[config.mk]
export PLATFORM = sky130hd
export DESIGN_NAME = pcx_rle_scanline_decoder
export DESIGN_NICKNAME = d
export VERILOG_FILES = /design/src/pcx_rle_pkg.sv /design/src/pcx_rle_front.sv /design/src/pcx_rle_queue.sv /design/src/pcx_rle_back.sv /design/src/pcx_rle_scanline_decoder.sv
export VERILOG_INCLUDE_DIRS = /design/src /design/src/src
export SDC_FILE = /design/constraint.sdc
export NUM_CORES = 1
export LEC_CHECK = 0
export ABC_CLOCK_PERIOD_IN_PS = 4600
export BUFFER_PORTS_ARGS = -buffer_cell sky130_fd_sc_hd__buf_2
export CORE_MARGIN = 2
export CORE_UTILIZATION = 50
export DETAILED_ROUTE_END_ITERATION = 16
export PLACE_DENSITY = 0.69
export SLEW_MARGIN = 0
export SYNTH_ARGS = -nofsm -noshare
export SYNTH_HDL_FRONTEND = slang
export SYNTH_SLANG_ARGS = --single-unit
[constraint.sdc]
create_clock -name clock -period 4.6 [get_ports clock]
set_input_delay 0.46 -clock clock [delete_from_list [all_inputs] [get_ports clock]]
set_output_delay 0.46 -clock clock [all_outputs]
set_load 0.01 [all_outputs]
[src/assert_macros.svh]
// Assertion helpers used by the top-level decoder.
`ifndef ASSERT_MACROS_SVH
`define ASSERT_MACROS_SVH

`ifndef ASSERT_OFF

// Checks a property on every rising clock edge outside of reset.
`define ASSERT_PROP(label, clk, rst, prop) \
   label: assert property (@(posedge clk) disable iff (rst) prop) \
      else $error("assertion failed");

// Checks that a condition never holds outside of reset.
`define ASSERT_NEVER(label, clk, rst, expr) \
   label: assert property (@(posedge clk) disable iff (rst) !(expr)) \
      else $error("forbidden condition seen");

`else

`define ASSERT_PROP(label, clk, rst, prop)
`define ASSERT_NEVER(label, clk, rst, expr)

`endif

`endif

[src/pcx_rle_pkg.sv]
`default_nettype none

package pcx_rle_pkg;

   // Run header marker and count mask.
   localparam logic [7:0] RUN_MARK = 8'hC0;
   localparam logic [7:0] RUN_MASK = 8'h3F;

   // Width used for comparisons against the line, width and height size registers.
   localparam int CFG_W = 17;

   // Depth of the command queue between front and back.
   localparam int QUEUE_DEPTH    = 4;
   localparam int QUEUE_PTR_BITS = 2;
   localparam int QUEUE_CNT_BITS = 3;

   // Register indexes of the configuration port.
   localparam logic [1:0] CSR_BYTES_PER_LINE = 2'd0;
   localparam logic [1:0] CSR_PLANE_COUNT    = 2'd1;
   localparam logic [1:0] CSR_IMAGE_WIDTH    = 2'd2;
   localparam logic [1:0] CSR_IMAGE_HEIGHT   = 2'd3;

   // One queued command: a byte and how many times to repeat it.
   typedef struct packed {
      logic [7:0] value;
      logic [5:0] count;
   } cmd_type;

   // Configuration register contents.
   typedef struct packed {
      logic [15:0]      bytes_per_line;
      logic [2:0]       plane_count;
      logic [CFG_W-1:0] image_width;
      logic [CFG_W-1:0] image_height;
   } csr_type;

   // Queue status seen by the producer and consumer sides.
   typedef struct packed {
      logic                      full;
      logic                      empty;
      logic [QUEUE_CNT_BITS-1:0] count;
   } queue_status_type;

endpackage

`default_nettype wire

[src/pcx_rle_front.sv]
`default_nettype none

module pcx_rle_front (
   input  wire                    clock,
   input  wire                    reset,
   input  wire                    req_valid,
   output logic                   req_ready,
   input  wire  [7:0]             req_in_byte,
   input  wire                    queue_full,
   output logic                   push_valid,
   output pcx_rle_pkg::cmd_type   push_cmd
);
   import pcx_rle_pkg::*;

   logic       awaiting_ff, awaiting_in;
   logic [5:0] run_ff, run_in;
   logic       accept;

   // A byte is taken whenever the queue has room for what it may produce.
   assign req_ready = !queue_full;
   assign accept    = req_valid && req_ready;

   // Classify the byte: run value, run header or literal.
   always_comb begin
      awaiting_in    = awaiting_ff;
      run_in         = run_ff;
      push_valid     = 1'b0;
      push_cmd.value = req_in_byte;
      push_cmd.count = 6'd1;
      if (accept) begin
         if (awaiting_ff) begin
            awaiting_in    = 1'b0;
            run_in         = 6'd0;
            push_cmd.count = run_ff;
            // A zero-length run consumes its value and produces nothing.
            push_valid     = (run_ff != 6'd0);
         end else if ((req_in_byte & RUN_MARK) == RUN_MARK) begin
            awaiting_in = 1'b1;
            run_in      = 6'((req_in_byte & RUN_MASK));
         end else begin
            push_valid = 1'b1;
         end
      end
   end

   always_ff @(posedge clock) begin
      if (reset) begin
         awaiting_ff <= 1'b0;
         run_ff      <= 6'd0;
      end else begin
         awaiting_ff <= awaiting_in;
         run_ff      <= run_in;
      end
   end

endmodule

`default_nettype wire

[src/pcx_rle_queue.sv]
`default_nettype none

module pcx_rle_queue (
   input  wire                            clock,
   input  wire                            reset,
   input  wire                            push_valid,
   input  wire  pcx_rle_pkg::cmd_type     push_cmd,
   input  wire                            pop,
   output pcx_rle_pkg::cmd_type           head_cmd,
   output pcx_rle_pkg::queue_status_type  status
);
   import pcx_rle_pkg::*;

   cmd_type                   entry_ff [QUEUE_DEPTH];
   logic [QUEUE_PTR_BITS-1:0] wr_ptr_ff, wr_ptr_in;
   logic [QUEUE_PTR_BITS-1:0] rd_ptr_ff, rd_ptr_in;
   logic [QUEUE_CNT_BITS-1:0] count_ff, count_in;
   logic                      do_push, do_pop;

   assign status.full  = (count_ff == QUEUE_CNT_BITS'(QUEUE_DEPTH));
   assign status.empty = (count_ff == '0);
   assign status.count = count_ff;
   assign head_cmd     = entry_ff[rd_ptr_ff];

   assign do_push = push_valid && !status.full;
   assign do_pop  = pop && !status.empty;

   // Pointer and fill count bookkeeping.
   always_comb begin
      wr_ptr_in = do_push ? wr_ptr_ff + QUEUE_PTR_BITS'(1) : wr_ptr_ff;
      rd_ptr_in = do_pop ? rd_ptr_ff + QUEUE_PTR_BITS'(1) : rd_ptr_ff;
      count_in  = count_ff;
      if (do_push && !do_pop) begin
         count_in = count_ff + QUEUE_CNT_BITS'(1);
      end else if (do_pop && !do_push) begin
         count_in = count_ff - QUEUE_CNT_BITS'(1);
      end
   end

   always_ff @(posedge clock) begin
      if (reset) begin
         wr_ptr_ff <= '0;
         rd_ptr_ff <= '0;
         count_ff  <= '0;
      end else begin
         wr_ptr_ff <= wr_ptr_in;
         rd_ptr_ff <= rd_ptr_in;
         count_ff  <= count_in;
      end
   end

   // Entry storage needs no reset.
   always_ff @(posedge clock) begin
      if (do_push) begin
         entry_ff[wr_ptr_ff] <= push_cmd;
      end
   end

endmodule

`default_nettype wire

[src/pcx_rle_back.sv]
`default_nettype none

module pcx_rle_back #(
   parameter int COORD_BITS = 16
) (
   input  wire                          clock,
   input  wire                          reset,
   input  wire  pcx_rle_pkg::csr_type   csr,
   input  wire                          queue_empty,
   input  wire  pcx_rle_pkg::cmd_type   head_cmd,
   output logic                         pop,
   output logic                         rsp_valid,
   input  wire                          rsp_ready,
   output logic [7:0]                   rsp_out_byte,
   output logic [1:0]                   rsp_plane,
   output logic [COORD_BITS-1:0]        rsp_column,
   output logic [COORD_BITS-1:0]        rsp_row,
   output logic                         rsp_keep,
   output logic                         rsp_last_of_run,
   output logic                         rsp_end_of_image,
   output logic                         rsp_format_error
);
   import pcx_rle_pkg::*;

   localparam logic [CFG_W-1:0] COORD_LIMIT = CFG_W'(1) << COORD_BITS;

   // Command being expanded.
   logic                  cur_valid_ff, cur_valid_in;
   logic [7:0]            cur_value_ff, cur_value_in;
   logic [5:0]            cur_count_ff, cur_count_in;

   // Position in the image.
   logic [COORD_BITS-1:0] column_ff, column_in;
   logic [1:0]            plane_ff, plane_in;
   logic [COORD_BITS-1:0] row_ff, row_in;
   logic                  done_ff, done_in;

   // Output register.
   logic                  out_valid_ff, out_valid_in;
   logic [7:0]            out_byte_ff;
   logic [1:0]            out_plane_ff;
   logic [COORD_BITS-1:0] out_column_ff;
   logic [COORD_BITS-1:0] out_row_ff;
   logic                  out_keep_ff, out_last_ff, out_eoi_ff, out_ferr_ff;

   logic [CFG_W-1:0]      bpl_ext, bpl_eff, hgt_eff;
   logic [2:0]            planes_eff;
   logic                  ferr;
   logic                  out_free, fire, finish, load;
   logic                  line_end, plane_last, row_last, eoi, keep;

   // Effective sizes: zero acts as one; clip at coordinate range, planes at four.
   always_comb begin
      bpl_ext = CFG_W'(csr.bytes_per_line);
      if (bpl_ext == '0) begin
         bpl_eff = CFG_W'(1);
      end else if (bpl_ext > COORD_LIMIT) begin
         bpl_eff = COORD_LIMIT;
      end else begin
         bpl_eff = bpl_ext;
      end
      if (csr.image_height == '0) begin
         hgt_eff = CFG_W'(1);
      end else if (csr.image_height > COORD_LIMIT) begin
         hgt_eff = COORD_LIMIT;
      end else begin
         hgt_eff = csr.image_height;
      end
      if (csr.plane_count == 3'd0) begin
         planes_eff = 3'd1;
      end else if (csr.plane_count > 3'd4) begin
         planes_eff = 3'd4;
      end else begin
         planes_eff = csr.plane_count;
      end
      ferr = !(csr.plane_count == 3'd1 || csr.plane_count == 3'd3 ||
               csr.plane_count == 3'd4);
   end

   // Position tests for the byte about to be emitted.
   assign line_end   = (CFG_W'(column_ff) + CFG_W'(1)) >= bpl_eff;
   assign plane_last = ({1'b0, plane_ff} + 3'd1) >= planes_eff;
   assign row_last   = (CFG_W'(row_ff) + CFG_W'(1)) >= hgt_eff;
   assign eoi        = line_end && plane_last && row_last;
   assign keep       = CFG_W'(column_ff) < csr.image_width;

   // Emit when a command is held and the output register can take a byte.
   assign out_free = !out_valid_ff || rsp_ready;
   assign fire     = cur_valid_ff && out_free && !done_ff;
   assign finish   = fire && (cur_count_ff == 6'd1 || line_end || eoi);
   assign load     = !queue_empty && (!cur_valid_ff || finish) && !done_ff;
   // Once the image is complete every queued command is dropped.
   assign pop      = load || (done_ff && !queue_empty);

   // Command register.
   always_comb begin
      cur_valid_in = cur_valid_ff;
      cur_value_in = cur_value_ff;
      cur_count_in = cur_count_ff;
      if (done_ff) begin
         cur_valid_in = 1'b0;
      end else if (load) begin
         cur_valid_in = 1'b1;
         cur_value_in = head_cmd.value;
         cur_count_in = head_cmd.count;
      end else if (finish) begin
         cur_valid_in = 1'b0;
      end else if (fire) begin
         cur_count_in = cur_count_ff - 6'd1;
      end
   end

   // Advance column, then plane, then row.
   always_comb begin
      column_in = column_ff;
      plane_in  = plane_ff;
      row_in    = row_ff;
      done_in   = done_ff;
      if (fire) begin
         if (eoi) begin
            done_in   = 1'b1;
            column_in = '0;
            plane_in  = '0;
            row_in    = '0;
         end else if (line_end) begin
            column_in = '0;
            if (plane_last) begin
               plane_in = '0;
               row_in   = row_ff + COORD_BITS'(1);
            end else begin
               plane_in = plane_ff + 2'd1;
            end
         end else begin
            column_in = column_ff + COORD_BITS'(1);
         end
      end
   end

   assign out_valid_in = fire || (out_valid_ff && !rsp_ready);

   always_ff @(posedge clock) begin
      if (reset) begin
         cur_valid_ff <= 1'b0;
         column_ff    <= '0;
         plane_ff     <= '0;
         row_ff       <= '0;
         done_ff      <= 1'b0;
         out_valid_ff <= 1'b0;
      end else begin
         cur_valid_ff <= cur_valid_in;
         column_ff    <= column_in;
         plane_ff     <= plane_in;
         row_ff       <= row_in;
         done_ff      <= done_in;
         out_valid_ff <= out_valid_in;
      end
   end

   // Payload registers.
   always_ff @(posedge clock) begin
      cur_value_ff <= cur_value_in;
      cur_count_ff <= cur_count_in;
      if (fire) begin
         out_byte_ff   <= cur_value_ff;
         out_plane_ff  <= plane_ff;
         out_column_ff <= column_ff;
         out_row_ff    <= row_ff;
         out_keep_ff   <= keep;
         out_last_ff   <= finish;
         out_eoi_ff    <= eoi;
         out_ferr_ff   <= ferr;
      end
   end

   assign rsp_valid        = out_valid_ff;
   assign rsp_out_byte     = out_byte_ff;
   assign rsp_plane        = out_plane_ff;
   assign rsp_column       = out_column_ff;
   assign rsp_row          = out_row_ff;
   assign rsp_keep         = out_keep_ff;
   assign rsp_last_of_run  = out_last_ff;
   assign rsp_end_of_image = out_eoi_ff;
   assign rsp_format_error = out_ferr_ff;

endmodule

`default_nettype wire

[src/pcx_rle_scanline_decoder.sv]
// PCX 8-bit RLE scanline decoder.
// The req channel takes one compressed byte per transfer (req_valid/req_ready).
// The rsp channel delivers decoded bytes, each tagged with plane, column, row,
// a keep flag for columns below the image width, last_of_run, end_of_image
// and format_error. The csr port writes bytes_per_line, plane_count,
// image_width and image_height; write it only while the block is idle.
// A literal byte or run value enters a four-entry command queue; the back end
// expands each command at one result per cycle unless the receiver stalls, so
// literals sustain one byte per cycle in and out. A run is expanded through the
// single output register; a run header produces no output.
// Input bytes reach rsp_valid through the queue, command and output registers.
// When the receiver stalls, the output register holds its result, the back
// end stops expanding, the queue fills and req_ready drops once it is full.
// After the final byte of the last row all further input is taken and dropped
// until reset. Synchronous reset clears the position, the pending run header,
// the queue and the output; the size registers return to one.
`default_nettype none
`include "assert_macros.svh"

module pcx_rle_scanline_decoder #(
   parameter int COORD_BITS = 16
) (
   input  wire                   clock,
   input  wire                   reset,
   input  wire                   req_valid,
   output logic                  req_ready,
   input  wire  [7:0]            req_in_byte,
   output logic                  rsp_valid,
   input  wire                   rsp_ready,
   output logic [7:0]            rsp_out_byte,
   output logic [1:0]            rsp_plane,
   output logic [COORD_BITS-1:0] rsp_column,
   output logic [COORD_BITS-1:0] rsp_row,
   output logic                  rsp_keep,
   output logic                  rsp_last_of_run,
   output logic                  rsp_end_of_image,
   output logic                  rsp_format_error,
   input  wire                   csr_we,
   input  wire  [1:0]            csr_index,
   input  wire  [16:0]           csr_wdata
);
   import pcx_rle_pkg::*;

   csr_type          csr_ff, csr_in;
   logic             push_valid;
   cmd_type          push_cmd;
   cmd_type          head_cmd;
   logic             pop;
   queue_status_type q_status;

   // Configuration register writes.
   always_comb begin
      csr_in = csr_ff;
      if (csr_we) begin
         case (csr_index)
            CSR_BYTES_PER_LINE: csr_in.bytes_per_line = csr_wdata[15:0];
            CSR_PLANE_COUNT:    csr_in.plane_count    = csr_wdata[2:0];
            CSR_IMAGE_WIDTH:    csr_in.image_width    = csr_wdata;
            CSR_IMAGE_HEIGHT:   csr_in.image_height   = csr_wdata;
            default:            csr_in = csr_ff;
         endcase
      end
   end

   always_ff @(posedge clock) begin
      if (reset) begin
         csr_ff.bytes_per_line <= 16'd1;
         csr_ff.plane_count    <= 3'd1;
         csr_ff.image_width    <= CFG_W'(1);
         csr_ff.image_height   <= CFG_W'(1);
      end else begin
         csr_ff <= csr_in;
      end
   end

   pcx_rle_front u_front (
      .clock       (clock),
      .reset       (reset),
      .req_valid   (req_valid),
      .req_ready   (req_ready),
      .req_in_byte (req_in_byte),
      .queue_full  (q_status.full),
      .push_valid  (push_valid),
      .push_cmd    (push_cmd)
   );

   pcx_rle_queue u_queue (
      .clock      (clock),
      .reset      (reset),
      .push_valid (push_valid),
      .push_cmd   (push_cmd),
      .pop        (pop),
      .head_cmd   (head_cmd),
      .status     (q_status)
   );

   pcx_rle_back #(
      .COORD_BITS (COORD_BITS)
   ) u_back (
      .clock            (clock),
      .reset            (reset),
      .csr              (csr_ff),
      .queue_empty      (q_status.empty),
      .head_cmd         (head_cmd),
      .pop              (pop),
      .rsp_valid        (rsp_valid),
      .rsp_ready        (rsp_ready),
      .rsp_out_byte     (rsp_out_byte),
      .rsp_plane        (rsp_plane),
      .rsp_column       (rsp_column),
      .rsp_row          (rsp_row),
      .rsp_keep         (rsp_keep),
      .rsp_last_of_run  (rsp_last_of_run),
      .rsp_end_of_image (rsp_end_of_image),
      .rsp_format_error (rsp_format_error)
   );

   // The queue never holds more than its depth.
   `ASSERT_NEVER(a_queue_bound, clock, reset, q_status.count > QUEUE_CNT_BITS'(QUEUE_DEPTH))
   // The final byte of the image always closes its run.
   `ASSERT_PROP(a_eoi_last, clock, reset, rsp_valid && rsp_end_of_image |-> rsp_last_of_run)
   // Nothing follows the final byte of the image.
   `ASSERT_PROP(a_eoi_quiet, clock, reset,
                rsp_valid && rsp_ready && rsp_end_of_image |=> !rsp_valid)

endmodule

`default_nettype wire
==> impl_metrics.sql <==
INSERT INTO impl_metrics (metric_group, metric, value, unit) VALUES
('sta', 'grt_setup_unrepaired', 'false', ''),
('global_routing', 'largest_net_degree_at_the_start_of_global_routing', '67', ''),
('pwr', 'power_leakage', '4.57', 'nW'),
('detailed_routing', 'antenna_left', '0', ''),
('finish', 'antennaDiodeCount', '0', ''),
('synth', 'post_synth_xor_area_fraction', '2.96', '%'),
('detailed_routing', 'via_per_inst', '5.47', ''),
('synth', 'fraction_of_synthesized_area_in_multiplexers', '3.63', '%'),
('place', 'dp_worst_setup_slack', '0.230', 'ns'),
('pwr', 'power_density', '481', 'nW/µm²'),
('sta', 'timing.final.crit_share', '92.4', '%'),
('synth', 'synth.lib_cells_used.distinct', '62', ''),
('synth', 'postSynthCellCount', '985', ''),
('detailed_routing', 'route.detailed.drc', '0', ''),
('synth', 'yosys.area_share.adder', '7.56', '%'),
('place', 'numPortBuffers', '79', ''),
('synth', 'synth_edf_count', '116', ''),
('pwr', 'power.internal', '4.03', 'mW'),
('pwr', 'switching_share', '29.3', '%'),
('synth', 'synth.largest_area_cell', 'edfxtp_1', ''),
('sta', 'slew_headroom', '26.1', '%'),
('synth', 'post_synth_main_area_contributors', 'edfxtp_1, dfxtp_1, ha_1, nand2_1, a21oi_1', ''),
('sta', 'setup-tns-final', '0', 'ns'),
('clocking', 'clk_latency', '0.51', 'ns'),
('finish', 'num-nets-final', '1163', ''),
('synth', 'synth-compound-area-share', '10.4', '%'),
('synth', 'synthesis.area_per_instance', '10.5', 'µm²'),
('job', 'cap_violations', '0', ''),
('synth', 'netlist_area', '10400', 'µm²'),
('worst_setup_path', 'cp.arrival', '4.69', 'ns'),
('outcome', 'run_status', 'complete, no violations', ''),
('detailed_routing', 'wl_cell', '16.2', 'µm'),
('floorplanning', 'dieHeight', '148', 'µm'),
('pwr', 'net-switching-power', '1.67', 'mW'),
('pwr', 'seq_power_share', '46.2', '%'),
('sta', 'final_max_slew_viol_count', '0', ''),
('floorplanning', 'num_rows', '52', ''),
('finish', 'most-common-layout-cells', 'nand2_1, edfxtp_1, dfxtp_1', ''),
('clocking', 'number_of_buffers_inserted_during_clock_tree_synthesis', '23', ''),
('detailed_routing', 'detail_route.wirelength', '22000', 'µm'),
('sta', 'final-setup-viol-count', '0', ''),
('finish', 'synthToLayoutAreaGrowth', '14.4', '%'),
('worst_setup_path', 'critical_path.startpoint_type', 'register', ''),
('finish', 'final_common_cell', 'nand2_1', ''),
('pwr', 'post-layout-total-power', '5.70', 'mW'),
('synth', 'ys_seq_area_share', '54.1', '%'),
('detailed_routing', 'firstDrtPassIters', '5', ''),
('floorplanning', 'starting_utilization_of_the_core_area', '51.0', '%'),
('synth', 'synth_nets', '1079', ''),
('pwr', 'power.clock.fraction', '32.4', '%'),
('worst_setup_path', 'critical_path_class', 'register to register', ''),
('finish', 'final_layout_size_suffix_gt1_share', '15.7', '%'),
('synth', 'synth_top_family_by_area', 'simple AND/OR/NAND/NOR gates', ''),
('worst_setup_path', 'critical_path_required', '5.04', 'ns'),
('clocking', 'ctsLongestPathBuffers', '3', ''),
('sta', 'max_freq', '235', 'MHz'),
('sta', 'timing.final.ws_setup', '0.348', 'ns'),
('worst_setup_path', 'worstSetupEndpointType', 'register', ''),
('place', 'gp_congestion', '0.841', ''),
('synth', 'synth_simple_gate_area_share', '17.7', '%'),
('sta', 'layout_min_cycle_time', '4.25', 'ns'),
('global_routing', 'first_global_vias', '7086', ''),
('sta', 'final.setup_skew', '0.00947', 'ns'),
('worst_setup_path', 'crit_path_max_fanout', '5', ''),
('sta', 'final-hold-violation-count', '0', ''),
('global_routing', 'globalRouteOverflowTotal', '0', ''),
('synth', 'postSynth.topFlopCell', 'edfxtp_1', ''),
('clocking', 'clock_transition_at_path_regs', '0.06', 'ns'),
('synth', 'ys_ff_latch', '222', ''),
('synth', 'synth_warnings', '0', ''),
('floorplanning', 'pin_count', '80', '');
-- routing by layer --
layer	wire length, µm	track usage (%)
met1	10400	29.5
met4	279	5.05
met3	1190	3.33
met2	10100	31.5
met5	0	0
-- state kept, by name, indices dropped and copies added (netlist names), 3 cells and up, named ones only --
| name | flops |
|---|---|
| u_back.cur_value_ff | 8 |
| u_back.rsp_out_byte | 8 |
| u_back.row_ff | 16 |
| u_back.rsp_row | 16 |
| csr_ff | 53 |
| u_queue.entry_ff | 56 |
| u_queue.count_ff | 3 |
| u_back.rsp_column | 16 |
| u_front.run_ff | 6 |
| u_back.cur_count_ff | 6 |
| u_back.column_ff | 16 |
-- cell type report --
| type | count | area, µm² |
|---|---|---|
| Fill cell | 1808 | 8450 |
| Clock inverter | 14 | 145 |
| Timing Repair Buffer | 102 | 571 |
| Multi-Input combinational cell | 670 | 4390 |
| Clock buffer | 28 | 616 |
| Sequential cell | 222 | 5610 |
| Tap cell | 270 | 338 |
| Inverter | 50 | 188 |
-- path summary, 6_finish.rpt --
check / cells past startpoint / slack (ns) / from / to
setup / recovery: 18 / 0.35 / u_back.column_ff[7]$_SDFFE_PP0P_ / u_queue.count_ff[2]$_SDFFE_PP0P_
hold / removal: 1 / 0.19 / req_in_byte[5] / u_queue.entry_ff[0][11]$_DFFE_PP_
setup reg to reg: 18 / 0.35 / u_back.column_ff[7]$_SDFFE_PP0P_ / u_queue.count_ff[2]$_SDFFE_PP0P_
hold reg to reg: 0 / 0.42 / u_back.cur_value_ff[5]$_DFFE_PP_ / u_back.rsp_out_byte[5]$_DFFE_PP_
-- power by group through the flow --
stage          clock (mW)  sequential (mW)  combinational, mW
2_1_floorplan           0             2.69              0.802
3_3_place_gp            0             2.67               1.21
3_5_place_dp            0             2.68               1.22
4_1_cts              1.88             2.64               1.23
5_1_grt              1.97             2.67               1.35
6_report             1.85             2.63               1.22
-- cells in the mapped netlist, types with 3 or more instances --
library cell	instances
mux4_2	14
and3_1	17
inv_1	49
ha_1	61
a31o_2	3
buf_2	3
edfxtp_1	116
o221ai_1	3
nor2b_1	7
buf_1	4
and2_1	7
nand4_1	10
or3_1	5
o211a_1	4
o211ai_1	5
a211oi_1	6
buf_6	3
nor2_1	45
or3b_1	4
nor4_1	10
a22oi_1	6
nand2b_1	7
o21a_1	3
a21o_1	3
dfxtp_1	106
nand3_1	32
clkbuf_1	33
o21ai_0	38
xnor2_1	15
or4_1	5
a21oi_1	92
nand2_1	173
xor2_1	20
mux2i_1	6
nor3_1	18
nor3b_1	8
nand3b_1	9
nor4b_1	6
-- critical path: stages, from the launching register on --
cell and delay (ns):
dfxtp_1 0.33, nand3_1 0.10, or4_1 0.64, nor2_1 0.22
xor2_1 0.18, ha_1 0.26, o21ai_0 0.20, o21ai_0 0.15
a31oi_2 0.32, nand3_1 0.14, o21ai_1 0.21, nand2_1 0.08
nand2_1 0.10, ha_1 0.19, inv_1 0.06, fa_1 0.37
xor2_1 0.17, or3_1 0.30, a21oi_1 0.15
-- metrics by stage --
step           hold WS, ns  std cells  instance area [µm²]  util, %
6_report             0.186       1356                11800     58.4
4_1_cts              0.168       1356                11800     58.3
3_3_place_gp         0.400       1314                11100     54.6
3_5_place_dp         0.405       1314                11100     54.6
5_1_grt              0.168       1356                11800     58.4
2_1_floorplan        0.400        985                10400        -
-- what timing repair did --
item                                    in CTS  in global routing
resized for setup                            0                  3
endpoints found under the setup margin       0                  1
hold buffers                                 0                  0
-- cells by family (layout without fill, tap and decap cells) --
kind of cell,Yosys count,count (layout)
AND/OR/NAND/NOR,373,373
flip-flops,222,222
AO/OA/AOI/OAI,180,180
buffers and inverters,93,194
adder cells (fa/ha/maj),62,62
XOR/XNOR,35,35
multiplexers,20,20
No activity file was read; power rests on OpenSTA's default activity.
